===== src/rtl/ucrh_pkg.sv =====
// ---------------------------------------------------------------------------
// ucrh_pkg: shared types, codes and descriptor ROMs
// Common definitions for the control request handler front and back ends.
// ---------------------------------------------------------------------------
package ucrh_pkg;

    localparam int CONTROL_PACKET_BYTES = 64;

    typedef enum logic [1:0] {
        CMD_BUS_RESET = 2'd0,
        CMD_SETUP     = 2'd1,
        CMD_DATA_DONE = 2'd2,
        CMD_OUT_BYTE  = 2'd3
    } t_cmd;

    typedef enum logic [2:0] {
        ACT_DATA       = 3'd0,
        ACT_ZLP        = 3'd1,
        ACT_STALL      = 3'd2,
        ACT_STATUS     = 3'd3,
        ACT_ARM_OUT    = 3'd4,
        ACT_SET_ADDR   = 3'd5,
        ACT_ENABLE_EPS = 3'd6,
        ACT_CTRL_ONLY  = 3'd7
    } t_action;

    // Source of a streamed block.
    typedef enum logic [2:0] {
        SRC_DEVICE = 3'd0,
        SRC_CONFIG = 3'd1,
        SRC_STR0   = 3'd2,
        SRC_STR1   = 3'd3,
        SRC_STR2   = 3'd4,
        SRC_STR3   = 3'd5,
        SRC_LINE   = 3'd6,
        SRC_ZERO   = 3'd7
    } t_src;

    // Classified job passed from the front end to the back end.
    // A job emits up to two single actions (first, second), or a stream.
    typedef struct packed {
        logic       is_stream;
        t_src       src;
        logic [6:0] len;        // stream length, 0 means one zero-length send
        logic       has_first;
        t_action    first;
        logic [6:0] first_addr;
        logic       has_second;
        t_action    second;
        logic       cfg;        // configured flag after this request
    } t_job;

    localparam int JOB_W = $bits(t_job);

    function automatic logic [7:0] rom_byte(input t_src src, input logic [6:0] i);
        logic [7:0] b;
        b = 8'h00;
        case (src)
            SRC_DEVICE: begin
                case (i)
                    7'd0: b = 8'd18;  7'd1: b = 8'd1;   7'd2: b = 8'h00; 7'd3: b = 8'h02;
                    7'd4: b = 8'h02;  7'd5: b = 8'h00;  7'd6: b = 8'h00;
                    7'd7: b = 8'(CONTROL_PACKET_BYTES);
                    7'd8: b = 8'h15;  7'd9: b = 8'h19;  7'd10: b = 8'h20; 7'd11: b = 8'h52;
                    7'd12: b = 8'h00; 7'd13: b = 8'h01; 7'd14: b = 8'd1;  7'd15: b = 8'd2;
                    7'd16: b = 8'd3;  7'd17: b = 8'd1;
                    default: b = 8'h00;
                endcase
            end
            SRC_CONFIG: begin
                case (i)
                    7'd0: b = 8'd9;    7'd1: b = 8'd2;    7'd2: b = 8'd67;  7'd3: b = 8'd0;
                    7'd4: b = 8'd2;    7'd5: b = 8'd1;    7'd6: b = 8'd0;   7'd7: b = 8'hC0;
                    7'd8: b = 8'd50;
                    7'd9: b = 8'd9;    7'd10: b = 8'd4;   7'd11: b = 8'd0;  7'd12: b = 8'd0;
                    7'd13: b = 8'd1;   7'd14: b = 8'h02;  7'd15: b = 8'h02; 7'd16: b = 8'h01;
                    7'd17: b = 8'd0;
                    7'd18: b = 8'd5;   7'd19: b = 8'h24;  7'd20: b = 8'h00; 7'd21: b = 8'h10;
                    7'd22: b = 8'h01;
                    7'd23: b = 8'd5;   7'd24: b = 8'h24;  7'd25: b = 8'h01; 7'd26: b = 8'h00;
                    7'd27: b = 8'd1;
                    7'd28: b = 8'd4;   7'd29: b = 8'h24;  7'd30: b = 8'h02; 7'd31: b = 8'h02;
                    7'd32: b = 8'd5;   7'd33: b = 8'h24;  7'd34: b = 8'h06; 7'd35: b = 8'd0;
                    7'd36: b = 8'd1;
                    7'd37: b = 8'd7;   7'd38: b = 8'd5;   7'd39: b = 8'h81; 7'd40: b = 8'h03;
                    7'd41: b = 8'd8;   7'd42: b = 8'd0;   7'd43: b = 8'd255;
                    7'd44: b = 8'd9;   7'd45: b = 8'd4;   7'd46: b = 8'd1;  7'd47: b = 8'd0;
                    7'd48: b = 8'd2;   7'd49: b = 8'h0A;  7'd50: b = 8'h00; 7'd51: b = 8'h00;
                    7'd52: b = 8'd0;
                    7'd53: b = 8'd7;   7'd54: b = 8'd5;   7'd55: b = 8'h02; 7'd56: b = 8'h02;
                    7'd57: b = 8'd64;  7'd58: b = 8'd0;   7'd59: b = 8'd0;
                    7'd60: b = 8'd7;   7'd61: b = 8'd5;   7'd62: b = 8'h82; 7'd63: b = 8'h02;
                    7'd64: b = 8'd64;  7'd65: b = 8'd0;   7'd66: b = 8'd0;
                    default: b = 8'h00;
                endcase
            end
            SRC_STR0: begin
                case (i)
                    7'd0: b = 8'd4; 7'd1: b = 8'd3; 7'd2: b = 8'h09; 7'd3: b = 8'h04;
                    default: b = 8'h00;
                endcase
            end
            SRC_STR1: begin
                case (i)
                    7'd0: b = 8'd14; 7'd1: b = 8'd3; 7'd2: b = 8'h4E; 7'd4: b = 8'h6F;
                    7'd6: b = 8'h72; 7'd8: b = 8'h64; 7'd10: b = 8'h69; 7'd12: b = 8'h63;
                    default: b = 8'h00;
                endcase
            end
            SRC_STR2: begin
                case (i)
                    7'd0: b = 8'd20; 7'd1: b = 8'd3; 7'd2: b = 8'h75; 7'd4: b = 8'h4D;
                    7'd6: b = 8'h79; 7'd8: b = 8'h6F; 7'd10: b = 8'h20; 7'd12: b = 8'h52;
                    7'd14: b = 8'h78; 7'd16: b = 8'h20; 7'd18: b = 8'h20;
                    default: b = 8'h00;
                endcase
            end
            SRC_STR3: begin
                case (i)
                    7'd0: b = 8'd10; 7'd1: b = 8'd3; 7'd2: b = 8'h31; 7'd4: b = 8'h32;
                    7'd6: b = 8'h33; 7'd8: b = 8'h34;
                    default: b = 8'h00;
                endcase
            end
            default: b = 8'h00;
        endcase
        return b;
    endfunction

endpackage


===== src/rtl/usb_control_request_handler.sv =====
// ---------------------------------------------------------------------------
// usb_control_request_handler: CDC ACM control endpoint handler
// Decodes control endpoint events and streams the endpoint actions.
// ---------------------------------------------------------------------------
// Usage: each input request (valid/ready) carries one event: bus reset,
// setup packet, data done or one OUT byte. Results leave on the output
// channel (valid/ready), one action per cycle while the receiver is ready,
// with last_of_run marking the final result of a request. A data-done
// with nothing pending and every OUT byte produce no result.
// The decoder takes a request and pushes a job into a two-entry queue;
// the sequencer then emits one result per cycle unless the receiver
// stalls, up to 64 results for a descriptor. The job is registered in the
// queue and each result in the output register.
// An OUT byte is held off while the queue holds a job, so a queued line
// coding read always streams the bytes stored when it was requested.
// Reset clears the flags, the address and the queue and restores the
// default line coding (115200 baud, 8 data bits). When the receiver stalls
// the output register holds; the queue fills and then input ready drops.
// ---------------------------------------------------------------------------
module usb_control_request_handler (
    input  logic        i_clk,
    input  logic        i_rst_n,
    input  logic        i_valid,
    output logic        o_ready,
    input  logic [1:0]  i_cmd,
    input  logic [7:0]  i_request_type,
    input  logic [7:0]  i_request_code,
    input  logic [15:0] i_request_value,
    input  logic [15:0] i_request_length,
    input  logic [7:0]  i_out_data,
    output logic        o_valid,
    input  logic        i_ready,
    output logic [2:0]  o_action,
    output logic [7:0]  o_data_byte,
    output logic        o_last_of_run,
    output logic [6:0]  o_new_address,
    output logic        o_is_configured
);
    import ucrh_pkg::*;

    t_job       f_job, q_job;
    logic       f_valid, f_ready, q_valid, q_ready;
    logic [2:0] lc_idx;
    logic       lc_we;
    logic [7:0] lc_data;
    logic [7:0] r_lc [7];

    always_ff @(posedge i_clk) begin
        if (!i_rst_n) begin
            r_lc[0] <= 8'h00; r_lc[1] <= 8'hC2; r_lc[2] <= 8'h01; r_lc[3] <= 8'h00;
            r_lc[4] <= 8'h00; r_lc[5] <= 8'h00; r_lc[6] <= 8'h08;
        end else if (lc_we && lc_idx != 3'd7) begin
            r_lc[lc_idx] <= lc_data;
        end
    end

    ucrh_front u_front (
        .i_clk, .i_rst_n, .i_valid, .o_ready,
        .i_cmd, .i_request_type, .i_request_code, .i_request_value,
        .i_request_length, .i_out_data,
        .o_job_valid(f_valid), .i_job_ready(f_ready), .i_lc_busy(q_valid),
        .o_job(f_job),
        .o_lc_index(lc_idx), .o_lc_we(lc_we), .o_lc_data(lc_data)
    );

    ucrh_queue u_queue (
        .i_clk, .i_rst_n,
        .i_valid(f_valid), .o_ready(f_ready), .i_job(f_job),
        .o_valid(q_valid), .i_ready(q_ready), .o_job(q_job)
    );

    ucrh_back u_back (
        .i_clk, .i_rst_n,
        .i_job_valid(q_valid), .o_job_ready(q_ready), .i_job(q_job),
        .i_lc_byte0(r_lc[0]), .i_lc_byte1(r_lc[1]), .i_lc_byte2(r_lc[2]),
        .i_lc_byte3(r_lc[3]), .i_lc_byte4(r_lc[4]), .i_lc_byte5(r_lc[5]),
        .i_lc_byte6(r_lc[6]),
        .o_valid, .i_ready, .o_action, .o_data_byte, .o_last_of_run,
        .o_new_address, .o_is_configured
    );
endmodule


===== src/rtl/ucrh_front.sv =====
// ---------------------------------------------------------------------------
// ucrh_front: request decoder
// Accepts requests, updates the handler state and classifies requests into
// jobs for the back end; OUT bytes and idle data-done events give no job.
// ---------------------------------------------------------------------------
module ucrh_front (
    input  logic                i_clk,
    input  logic                i_rst_n,
    input  logic                i_valid,
    output logic                o_ready,
    input  logic [1:0]          i_cmd,
    input  logic [7:0]          i_request_type,
    input  logic [7:0]          i_request_code,
    input  logic [15:0]         i_request_value,
    input  logic [15:0]         i_request_length,
    input  logic [7:0]          i_out_data,
    output logic                o_job_valid,
    input  logic                i_job_ready,
    input  logic                i_lc_busy,
    output ucrh_pkg::t_job      o_job,
    output logic [2:0]          o_lc_index,
    output logic                o_lc_we,
    output logic [7:0]          o_lc_data
);
    import ucrh_pkg::*;

    logic       r_cfg, n_cfg;
    logic [6:0] r_addr, n_addr;
    logic       r_addr_pend, n_addr_pend;
    logic       r_out_pend, n_out_pend;
    logic [2:0] r_idx, n_idx;
    logic       emit;
    logic       acc;
    t_job       job;

    // An OUT byte waits until the queue holds no job, so no queued job can still read the line coding.
    assign o_ready   = i_job_ready & ~(i_lc_busy & (t_cmd'(i_cmd) == CMD_OUT_BYTE));
    assign acc       = i_valid & o_ready;
    assign o_job_valid = acc & emit;
    assign o_job     = job;
    assign o_lc_index = r_idx;
    assign o_lc_data = i_out_data;
    assign o_lc_we   = acc & (t_cmd'(i_cmd) == CMD_OUT_BYTE) & r_out_pend & (r_idx < 3'd7);

    function automatic logic [6:0] clip(input logic [15:0] req, input logic [6:0] size);
        logic [15:0] l;
        l = (req < {9'd0, size}) ? req : {9'd0, size};
        if (l > 16'(CONTROL_PACKET_BYTES)) begin
            l = 16'(CONTROL_PACKET_BYTES);
        end
        return l[6:0];
    endfunction

    always_comb begin
        n_cfg       = r_cfg;
        n_addr      = r_addr;
        n_addr_pend = r_addr_pend;
        n_out_pend  = r_out_pend;
        n_idx       = r_idx;
        emit        = 1'b1;
        job         = '0;
        job.src     = SRC_ZERO;
        job.first   = ACT_STALL;
        job.second  = ACT_STATUS;
        job.has_first = 1'b1;
        case (t_cmd'(i_cmd))
            CMD_BUS_RESET: begin
                n_cfg = 1'b0;
                n_addr = 7'd0;
                job.first = ACT_CTRL_ONLY;
            end
            CMD_SETUP: begin
                if (i_request_type[6:5] == 2'b00) begin
                    case (i_request_code)
                        8'h00: begin
                            job.is_stream = 1'b1;
                            job.src = SRC_ZERO;
                            job.len = 7'd2;
                        end
                        8'h05: begin
                            n_addr = i_request_value[6:0];
                            n_addr_pend = 1'b1;
                            job.first = ACT_STATUS;
                        end
                        8'h06: begin
                            job.is_stream = 1'b1;
                            if (i_request_value[15:8] == 8'd1) begin
                                job.src = SRC_DEVICE;
                                job.len = clip(i_request_length, 7'd18);
                            end else if (i_request_value[15:8] == 8'd2) begin
                                job.src = SRC_CONFIG;
                                job.len = clip(i_request_length, 7'd67);
                            end else if (i_request_value[15:8] == 8'd3
                                         && i_request_value[7:0] == 8'd0) begin
                                job.src = SRC_STR0;
                                job.len = clip(i_request_length, 7'd4);
                            end else if (i_request_value[15:8] == 8'd3
                                         && i_request_value[7:0] == 8'd1) begin
                                job.src = SRC_STR1;
                                job.len = clip(i_request_length, 7'd14);
                            end else if (i_request_value[15:8] == 8'd3
                                         && i_request_value[7:0] == 8'd2) begin
                                job.src = SRC_STR2;
                                job.len = clip(i_request_length, 7'd20);
                            end else if (i_request_value[15:8] == 8'd3
                                         && i_request_value[7:0] == 8'd3) begin
                                job.src = SRC_STR3;
                                job.len = clip(i_request_length, 7'd10);
                            end else begin
                                job.is_stream = 1'b0;
                            end
                        end
                        8'h09: begin
                            n_cfg = (i_request_value != 16'd0);
                            job.first = ACT_ENABLE_EPS;
                            job.has_second = 1'b1;
                        end
                        default: ;
                    endcase
                end else if (i_request_type[6:5] == 2'b01) begin
                    case (i_request_code)
                        8'h20: begin
                            n_out_pend = 1'b1;
                            n_idx = 3'd0;
                            job.first = ACT_ARM_OUT;
                        end
                        8'h21: begin
                            job.is_stream = 1'b1;
                            job.src = SRC_LINE;
                            job.len = 7'd7;
                        end
                        8'h22: job.first = ACT_STATUS;
                        default: ;
                    endcase
                end
            end
            CMD_DATA_DONE: begin
                job.has_first = r_addr_pend;
                job.first = ACT_SET_ADDR;
                job.first_addr = r_addr;
                job.has_second = r_out_pend;
                emit = r_addr_pend | r_out_pend;
                n_addr_pend = 1'b0;
                n_out_pend = 1'b0;
            end
            default: begin
                emit = 1'b0;
                if (r_out_pend && r_idx < 3'd7) begin
                    n_idx = r_idx + 3'd1;
                end
            end
        endcase
        job.cfg = n_cfg;
    end

    always_ff @(posedge i_clk) begin
        if (!i_rst_n) begin
            r_cfg <= 1'b0;
            r_addr <= 7'd0;
            r_addr_pend <= 1'b0;
            r_out_pend <= 1'b0;
            r_idx <= 3'd0;
        end else if (acc) begin
            r_cfg <= n_cfg;
            r_addr <= n_addr;
            r_addr_pend <= n_addr_pend;
            r_out_pend <= n_out_pend;
            r_idx <= n_idx;
        end
    end
endmodule


===== src/rtl/ucrh_queue.sv =====
// ---------------------------------------------------------------------------
// ucrh_queue: job queue
// Two-entry queue between the decoder and the response sequencer.
// ---------------------------------------------------------------------------
module ucrh_queue (
    input  logic           i_clk,
    input  logic           i_rst_n,
    input  logic           i_valid,
    output logic           o_ready,
    input  ucrh_pkg::t_job i_job,
    output logic           o_valid,
    input  logic           i_ready,
    output ucrh_pkg::t_job o_job
);
    import ucrh_pkg::*;

    t_job       r_mem [2];
    logic       r_wp, r_rp;
    logic [1:0] r_cnt;
    logic       push, pop;

    assign o_ready = (r_cnt != 2'd2);
    assign o_valid = (r_cnt != 2'd0);
    assign o_job   = r_mem[r_rp];
    assign push    = i_valid & o_ready;
    assign pop     = o_valid & i_ready;

    always_ff @(posedge i_clk) begin
        if (push) begin
            r_mem[r_wp] <= i_job;
        end
    end

    always_ff @(posedge i_clk) begin
        if (!i_rst_n) begin
            r_wp <= 1'b0;
            r_rp <= 1'b0;
            r_cnt <= 2'd0;
        end else begin
            if (push) r_wp <= ~r_wp;
            if (pop) r_rp <= ~r_rp;
            r_cnt <= r_cnt + {1'b0, push} - {1'b0, pop};
        end
    end
endmodule


===== src/rtl/ucrh_back.sv =====
// ---------------------------------------------------------------------------
// ucrh_back: response sequencer
// Expands one job into its result stream through a registered output stage.
// ---------------------------------------------------------------------------
module ucrh_back (
    input  logic           i_clk,
    input  logic           i_rst_n,
    input  logic           i_job_valid,
    output logic           o_job_ready,
    input  ucrh_pkg::t_job i_job,
    input  logic [7:0]     i_lc_byte0,
    input  logic [7:0]     i_lc_byte1,
    input  logic [7:0]     i_lc_byte2,
    input  logic [7:0]     i_lc_byte3,
    input  logic [7:0]     i_lc_byte4,
    input  logic [7:0]     i_lc_byte5,
    input  logic [7:0]     i_lc_byte6,
    output logic           o_valid,
    input  logic           i_ready,
    output logic [2:0]     o_action,
    output logic [7:0]     o_data_byte,
    output logic           o_last_of_run,
    output logic [6:0]     o_new_address,
    output logic           o_is_configured
);
    import ucrh_pkg::*;

    // Step within a job: 0..len-1 for streams, 0/1 for single actions.
    logic [6:0] r_step;
    logic       r_ov;
    logic       adv;
    logic       last;
    logic       first_phase;
    t_action    act;
    logic [7:0] dbyte;
    logic [6:0] addr;

    assign adv = i_job_valid & (~r_ov | i_ready);
    assign first_phase = (r_step == 7'd0) & i_job.has_first;

    always_comb begin
        dbyte = 8'h00;
        addr = 7'd0;
        act = ACT_STATUS;
        last = 1'b1;
        if (i_job.is_stream) begin
            if (i_job.len == 7'd0) begin
                act = ACT_ZLP;
            end else begin
                act = ACT_DATA;
                last = (r_step == i_job.len - 7'd1);
                if (i_job.src == SRC_LINE) begin
                    case (r_step[2:0])
                        3'd0: dbyte = i_lc_byte0;
                        3'd1: dbyte = i_lc_byte1;
                        3'd2: dbyte = i_lc_byte2;
                        3'd3: dbyte = i_lc_byte3;
                        3'd4: dbyte = i_lc_byte4;
                        3'd5: dbyte = i_lc_byte5;
                        3'd6: dbyte = i_lc_byte6;
                        default: dbyte = 8'h00;
                    endcase
                end else begin
                    dbyte = rom_byte(i_job.src, r_step);
                end
            end
        end else if (first_phase) begin
            act = i_job.first;
            addr = (i_job.first == ACT_SET_ADDR) ? i_job.first_addr : 7'd0;
            last = ~i_job.has_second;
        end else begin
            act = i_job.second;
        end
    end

    assign o_job_ready = adv & last;
    assign o_valid = r_ov;

    always_ff @(posedge i_clk) begin
        if (adv) begin
            o_action <= act;
            o_data_byte <= dbyte;
            o_last_of_run <= last;
            o_new_address <= addr;
            o_is_configured <= i_job.cfg;
        end
    end

    always_ff @(posedge i_clk) begin
        if (!i_rst_n) begin
            r_ov <= 1'b0;
            r_step <= 7'd0;
        end else begin
            if (adv) begin
                r_ov <= 1'b1;
                r_step <= last ? 7'd0 : r_step + 7'd1;
            end else if (i_ready) begin
                r_ov <= 1'b0;
            end
        end
    end
endmodule

===== config.mk =====
export PLATFORM = sky130hd
export DESIGN_NAME = usb_control_request_handler
export DESIGN_NICKNAME = d
export VERILOG_FILES = /design/src/rtl/ucrh_pkg.sv /design/src/rtl/usb_control_request_handler.sv /design/src/rtl/ucrh_front.sv /design/src/rtl/ucrh_queue.sv /design/src/rtl/ucrh_back.sv
export SDC_FILE = /design/constraint.sdc
export NUM_CORES = 1
export LEC_CHECK = 0
export BUFFER_PORTS_ARGS = -buffer_cell sky130_fd_sc_hd__buf_2
export CAP_MARGIN = 25
export CORE_MARGIN = 2
export CORE_UTILIZATION = 50
export DETAILED_ROUTE_END_ITERATION = 12
export GPL_TIMING_DRIVEN = 1
export PLACE_DENSITY = 0.71
export SLEW_MARGIN = 25
export SYNTH_ARGS = -nofsm -noshare
export SYNTH_HDL_FRONTEND = slang
export SYNTH_SLANG_ARGS = --single-unit

===== constraint.sdc =====
create_clock -name i_clk -period 9.15 [get_ports i_clk]
set_clock_uncertainty 0.2 [all_clocks]
set_input_delay 0.4575 -clock i_clk [delete_from_list [all_inputs] [get_ports i_clk]]
set_output_delay 0.4575 -clock i_clk [all_outputs]
set_load 0.005 [all_outputs]

==> summary.txt, run 1 <==
GRT
  – Grt met1 use: approximately a third
  – Largest net degree at the start of global routing: between 40 and 50
  – Initial antenna violation count: 0
  – Total GRT Usage: roughly a quarter
  – Vias in the first global route: between 7,000 and 8,000
  – First-pass GRT wire length: between 30,000 and 40,000 um
  – Routing usage on met3: under 10%
  – M2 GR Usage: approximately two fifths
  – GRT overflow: 0
  – Global routing's busiest layer: met2

Logic synthesis
  – Syn Nets: 1,018
  – YS warnings: 0
  – Async set-or-reset flop fraction in the synthesized netlist: 0%
  – Yosys cell types: just over 80
  – Syn avg cell area: approximately 10 um^2
  – Top FF cell, synth: edfxtp_1
  – Seq/Total Area, Yosys: 50.7%
  – Yosys reg bits: 179
  – Mapped Cells: between 900 and 1,000
  – Post-synth EDFFs: between 100 and 150
  – Synthesized area: a little over 9000 um^2

Placed design
  – Routability cong.: around 0.92
  – DP HPWL: around 16,000 um
  – Dpl cells: about 1,200
  – PortBufs: just under 80
  – Placed instance area: approximately 10000 um^2

Cells and area
  – ANT cells: 0
  – Final instance area: ~11,000 um^2
  – # fillers: about 1,600
  – Most common cell after layout, fill and taps aside: nor2_1
  – Layout cells sized above 1: 15.4%
  – Fin cells: ~1,200
  – Most frequent cells in the layout: nor2_1 (122), edfxtp_1 (116), nand2_1 (89), buf_2 (77), a21oi_1 (69)
  – Fin nets: roughly 1,100
  – Synth-to-layout area growth: 12.5%

STA
  – Crit path time final: 5.30 ns
  – Max Fclk: ~190 MHz
  – Final Max Slew Viols: 0
  – RSZ-0062 raised after global routing: no
  – Tcrit/Tclk final: 57.9%
  – Final Hold Vio Count: 0
  – Slew headroom: approximately a third
  – Total negative slack: 0 ns
  – Measured slew at the worst slew-check pin: about 1.0 ns
  – Final setup fails: 0

Floorplan
  – Die ar.: slightly below 20,000 um^2
  – Floorplan row count: 50
  – Die width: between 100 and 150 um
  – Core ar.: 18,500 um^2
  – Initial Util: 50.5%
  – Top-level port count: between 80 and 90
  – Die Ht: between 100 and 150 um

Clock tree
  – Post-CTS Setup Repair Bufs: 0
  – Skew-Pair Late Insertion Delay: between 0.4 and 0.5 ns
  – Resized cells post-CTS: 0
  – CTS Hold Bufs: 0
  – H-tree Lvls: 4
  – TritonCTS clock tree: done
  – Clock Path Buffers: 2
  – Clock root cell: clkbuf_16
  – CTS clock-pin slew for the worst setup and hold paths: roughly 0.080 ns
  – Sink Count: around 180
  – Num CTS Buffers: 17

Run
  – Max-capacitance violation count: 0

Worst setup path
  – Critical path startpoint category: register
  – Worst Setup Path Type: reg2reg
  – Crit. End Element: register
  – Worst-path fanout max: between 40 and 50
  – Req. time, crit path: about 9 ns
  – Worst path arrival time: 5.42 ns

Pwr
  – Cell area power density: about 240 nW/um^2
  – Maximum vdd drop: 0.171 mV
  – Leakage: roughly 3.9 nW
  – Total chip power: between 2 and 2.5 mW

Detailed routing
  – Vias/cell: between 6 and 7
  – Initial DRC count: ~1,000
  – DRC: 0
  – Drt pass-1 iters: 7
  – Antenna-violating nets left: 0
  – Via count: roughly 7,500
  – Drt wl/cell: roughly 19 um
  – Drt total wl: roughly 23,000 um

Run status
  – Status: finished clean

Min path
  – Worst hold path class: in2reg
cell families (layout without fill, tap and decap cells):
group / Yosys count / in the layout / share of synthesized area, %
adders and majority gates: 19 / 19 / 2.54
muxes: 36 / 36 / 4.01
AOI/OAI and AO/OA: 230 / 230 / 17.8
and+or+nand+nor: 364 / 364 / 18.7
buffers and inverters: 85 / 153 / 3.93
xor gates and xnor gates: 24 / 24 / 2.33
DFF: 179 / 179 / 50.7
layer usage:
metal	vias up	wire length, um
met5	-	0
met2	281	11000
met1	3598	10600
met3	36	1530
li1	3599	-
met4	0	356
cell type report:
cell class / count / area (um^2) / share of cell area, %
Clock buffer: 17 / 425 / 4.04
Clock inverter: 15 / 223 / 2.12
Timing Repair Buffer: 85 / 445 / 4.24
Inverter: 36 / 135 / 1.28
Sequential cell: 179 / 4740 / 45.1
Multi-Input combinational cell: 673 / 4250 / 40.4
Tap cell: 234 / 293 / 2.78
synthesized netlist by cell type, types with 10 or more instances:
library cell | number | share of area [%]
and2_1 | 23 | 1.5
a21oi_1 | 69 | 3.7
a22oi_1 | 15 | 1.2
xnor2_1 | 14 | 1.3
nand3_1 | 21 | 1.1
nor4_1 | 16 | 1.1
clkbuf_1 | 33 | 1.3
nor2_1 | 122 | 4.9
edfxtp_1 | 116 | 37
nand2_1 | 89 | 3.6
o21ai_0 | 34 | 1.8
mux2i_1 | 29 | 3.1
inv_1 | 33 | 1.3
a222oi_1 | 12 | 1.3
nor3_1 | 28 | 1.5
a221oi_1 | 10 | 0.94
dfxtp_1 | 63 | 13
nand2b_1 | 10 | 0.67
ha_1 | 19 | 2.5
where the power goes:
part | leakage (nW) | internal [mW] | switching, mW | total, mW
combinational | 1.99 | 0.249 | 0.449 | 0.697
sequential | 1.62 | 0.974 | 0.0402 | 1.01
clock | 0.311 | 0.387 | 0.387 | 0.773
per-stage QoR:
stage,util [%],setup WS [ns],hold slack [ns]
floorplan,-,4.26,0.243
global placement,53.3,4.09,0.271
detailed placement,53.3,4.03,0.277
CTS,56.8,3.97,0.0519
global route,56.8,3.59,0.0898
finish,56.8,3.85,0.0636
path summary, 6_finish.rpt:
check                                    from          to  slack [ns]  cells past startpoint
worst max-delay path                 register    register        3.85                     17
worst min-delay path            i_out_data[3]  r_lc[6][3]        0.06                      3
worst max register to register       register    register        3.85                     17
worst min register to register     r_lc[6][0]  r_lc[6][0]        0.29                      2
worst max-delay path, cell delays in order, from the launching register on:
cell and delay [ns]:
dfxtp_1 0.31, buf_4 0.43, mux2i_1 0.38, ha_1 0.35, o221ai_2 0.21, a21oi_4 0.40
o21ai_2 0.14, o21ai_1 0.30, a21o_1 0.46, nor2_1 0.19, inv_1 0.13, ha_1 0.60
nand2_1 0.22, o41ai_1 0.12, a221oi_1 0.15, o31ai_2 0.11, a2111oi_2 0.07, a2111oi_2 0.38
No activity file was read; power rests on OpenSTA's default activity.
==> inputs of run 2 (changes only) <==
Settings changed: ABC_AREA set to 1.
Clock period 9.15 ns to 5.5 ns, I/O delays scaled along.
==> summary.txt, run 2 <==
Floorplan
  – Floorplan row count: 49 (was 50)
  – Core ar.: 18,100 um^2 (was 18,500 um^2)
  – Initial Util: 51.4% (was 50.5%)
  – Die Ht: 140 um (was 141 um)
  – Top-level port count: 84 (unchanged)
  – Die width: 140 um (was 141 um)
  – Die ar.: 19,700 um^2 (was 19,800 um^2)

Logic synthesis
  – Seq/Total Area, Yosys: 51.0% (was 50.7%)
  – Synthesized area: 9300 um^2 (was 9350 um^2)
  – Syn Nets: 1,197 (was 1,018)
  – Post-Synth Adder-Cell Area: 2.56% (was 2.54%)
  – Area leader, netlist: edfxtp_1 (unchanged)
  – Post-synthesis xor/xnor area fraction: 0.754% (was 2.33%)
  – Most frequent cell after synthesis: nand2_1 (was nor2_1)
  – Area share of the largest cell type after synthesis: 37.5% (was 37.2%)
  – Top FF cell, synth: edfxtp_1 (unchanged)
  – YS warnings: 0 (unchanged)
  – Post-synthesis simple-gate area fraction: 25.8% (was 18.7%)
  – Mux contribution to synthesized area: 0.215% (was 4.01%)
  – Yosys cell types: 52 (was 81)
  – Main combinational cell family by area after synthesis: simple AND/OR/NAND/NOR gates (unchanged)
  – Commonest cells post-synth: nand2_1 (245), inv_1 (157), nor2_1 (155) (was nor2_1 (122), edfxtp_1 (116), nand2_1 (89))
  – Yosys reg bits: 179 (unchanged)
  – Async set-or-reset flop fraction in the synthesized netlist: 0% (unchanged)
  – Top area cells in the synthesized netlist: edfxtp_1 (37%), dfxtp_1 (14%), nand2_1 (9.9%) (was edfxtp_1 (37%), dfxtp_1 (13%), nor2_1 (4.9%))
  – Post-synth EDFFs: 116 (unchanged)
  – Compound-cell area share of the yosys netlist: 11.3% (was 17.8%)
  – Mapped Cells: 1,116 (was 937)
  – Syn avg cell area: 8.33 um^2 (was 9.98 um^2)

Detailed routing
  – Via count: 7,949 (was 7,514)
  – Drt pass-1 iters: 5 (was 7)
  – Drt total wl: 23,700 um (was 23,500 um)
  – Initial DRC count: 675 (was 1,011)
  – Drt wl/cell: 16.3 um (was 19.0 um)
  – DRC: 0 (unchanged)
  – Antenna-violating nets left: 0 (unchanged)
  – Vias/cell: 5.49 (was 6.06)

Pwr
  – Total chip power: 3.77 mW (was 2.48 mW)
  – Leakage: 4.47 nW (was 3.93 nW)
  – Maximum vdd drop: 0.277 mV (was 0.171 mV)
  – Cell area power density: 357 nW/um^2 (was 236 nW/um^2)

STA
  – Max Fclk: 242 MHz (was 189 MHz)
  – Final Max Slew Viols: 0 (unchanged)
  – Final setup fails: 0 (unchanged)
  – Tcrit/Tclk final: 75.2% (was 57.9%)
  – Measured slew at the worst slew-check pin: 0.924 ns (was 1.00 ns)
  – Total negative slack: 0 ns (unchanged)
  – Final Hold Vio Count: 0 (unchanged)
  – Worst Setup Slack, final: 1.36 ns (was 3.85 ns)
  – Crit path time final: 4.14 ns (was 5.30 ns)
  – RSZ-0062 raised after global routing: no (unchanged)
  – Slew headroom: 37.8% (was 33.0%)

Clock tree
  – Num CTS Buffers: 17 (unchanged)
  – CTS clock-pin slew for the worst setup and hold paths: 0.07 ns (was 0.08 ns)
  – Resized cells post-CTS: 0 (unchanged)
  – Skew-Pair Late Insertion Delay: 0.43 ns (was 0.46 ns)
  – Clock Path Buffers: 2 (unchanged)
  – TritonCTS clock tree: done (unchanged)
  – Sink Count: 179 (unchanged)
  – Clock root cell: clkbuf_16 (unchanged)
  – H-tree Lvls: 4 (unchanged)

GRT
  – Total GRT Usage: 24.6% (was 24.2%)
  – Vias in the first global route: 7,570 (was 7,119)
  – First-pass GRT wire length: 38,200 um (was 37,400 um)
  – Largest net degree at the start of global routing: 26 (was 42)
  – GRT overflow: 0 (unchanged)
  – Initial antenna violation count: 0 (unchanged)

Worst setup path
  – Reg2Reg Setup Slack: 1.36 ns (was 3.85 ns)
  – Crit. End Element: register (unchanged)
  – R2R depth: 22 (was 17)
  – Worst-path fanout max: 17 (was 41)
  – Req. time, crit path: 5.59 ns (was 9.27 ns)
  – Worst Setup Path Type: reg2reg (unchanged)
  – Critical path startpoint category: register (unchanged)
  – Worst path arrival time: 4.23 ns (was 5.42 ns)

Cells and area
  – Fin cells: 1,448 (was 1,239)
  – Layout cells sized above 1: 12.5% (was 15.4%)
  – ANT cells: 0 (unchanged)
  – Fin nets: 1,287 (was 1,073)
  – Synth-to-layout area growth: 13.6% (was 12.5%)
  – Most frequent cells in the layout: nand2_1 (245), inv_1 (157), nor2_1 (153), edfxtp_1 (116), buf_2 (77) (was nor2_1 (122), edfxtp_1 (116), nand2_1 (89), buf_2 (77), a21oi_1 (69))
  – Most common cell after layout, fill and taps aside: nand2_1 (was nor2_1)

Placed design
  – PortBufs: 77 (unchanged)
  – DP HPWL: 17,200 um (was 16,400 um)
  – Pre-CTS WS: 1.43 ns (was 4.03 ns)
  – Routability cong.: 0.897 (was 0.921)
  – Dpl cells: 1,401 (was 1,207)

Min path
  – HP Start: i_valid (was i_out_data[3])
  – Worst hold path class: in2reg (unchanged)
  – WHS Endpoint: u_front.r_cfg (was r_lc[6][3])
  – Hold path depth: 4 (was 3)

Run status
  – Status: finished clean (unchanged)

Run
  – Max-capacitance violation count: 0 (unchanged)
-- run 2: cell count changes after synthesis, sizes merged, moves of 11 or more --
cell | before | now
nand3 | 21 | 66
a222oi | 12 | 0
nand4 | 7 | 26
nor2 | 122 | 169
mux2i | 30 | 2
xnor2 | 15 | 0
nor3 | 28 | 14
inv | 36 | 166
clkbuf | 33 | 12
o21ai | 40 | 52
a21oi | 72 | 61
nand2 | 93 | 253
and2 | 23 | 1
-- run 2: layout make-up --
class,instances,area (um^2)
clock buffer,20,437
clock inverter,12,123
fill,1621,7530
inverter,167,629
multi-input combinational,746,3780
sequential,179,4740
tap,229,287
timing repair buffer,95,558
-- run 2: worst max-delay path by stage --
stage / startpoint / end
after CTS: register / register
after floorplan: register / register
final: register / register
after detailed placement: register / register
after global routing: register / register
after global placement: register / register
-- run 2: per-layer routing --
| metal | global-route usage (%) | routed length (um) |
|---|---|---|
| met1 | 35.8 | 11300 |
| met2 | 38.6 | 10800 |
| met3 | 4.07 | 1350 |
| met4 | 5.85 | 284 |
| met5 | 0 | 0 |
-- run 2: power breakdown --
part | internal [mW] | total, mW | switching (mW)
sequential | 1.61 | 1.67 | 0.0647
combinational | 0.291 | 0.935 | 0.645
clock | 0.632 | 1.17 | 0.534
-- run 2: stage by stage --
step                      util [%]  hold slack (ns)  cell area [um^2]
after floorplan                  -            0.201              9300
after global placement        54.5            0.248              9850
after detailed placement      54.5            0.254              9850
after CTS                     58.4           0.0701             10600
after global routing          58.4            0.110             10600
final                         58.4           0.0801             10600
-- run 2: what timing repair did --
action,in CTS,in global routing
buffers inserted,0,0
hold buffers,15,0
hold endpoints to repair,21,0
-- run 2: worst max-delay path, cell delays in order, from the launching register on --
cell and delay (ns):
dfxtp_1 0.59, buf_4 0.32, nand2_1 0.08, nand2_1 0.13, ha_1 0.20, nand3_2 0.13
nor2_2 0.15, nand2_1 0.09, nand2_1 0.08, nand3_1 0.06, nand2_1 0.06, nor2_1 0.03
nand2_1 0.07, nand2_2 0.07, nand3_4 0.16, nand2_4 0.13, nor2_2 0.38, inv_2 0.10
ha_1 0.30, nand4_1 0.18, nor2_1 0.10, nor2_1 0.26, a21oi_1 0.14
-- run 2: cells by family (layout without fill, tap and decap cells) --
group	after synthesis	after routing
mux	2	2
compound gates	172	172
buf+inv	191	294
fa+ha+maj	19	19
flops	179	179
xor+xnor	8	8
simple gates	545	545
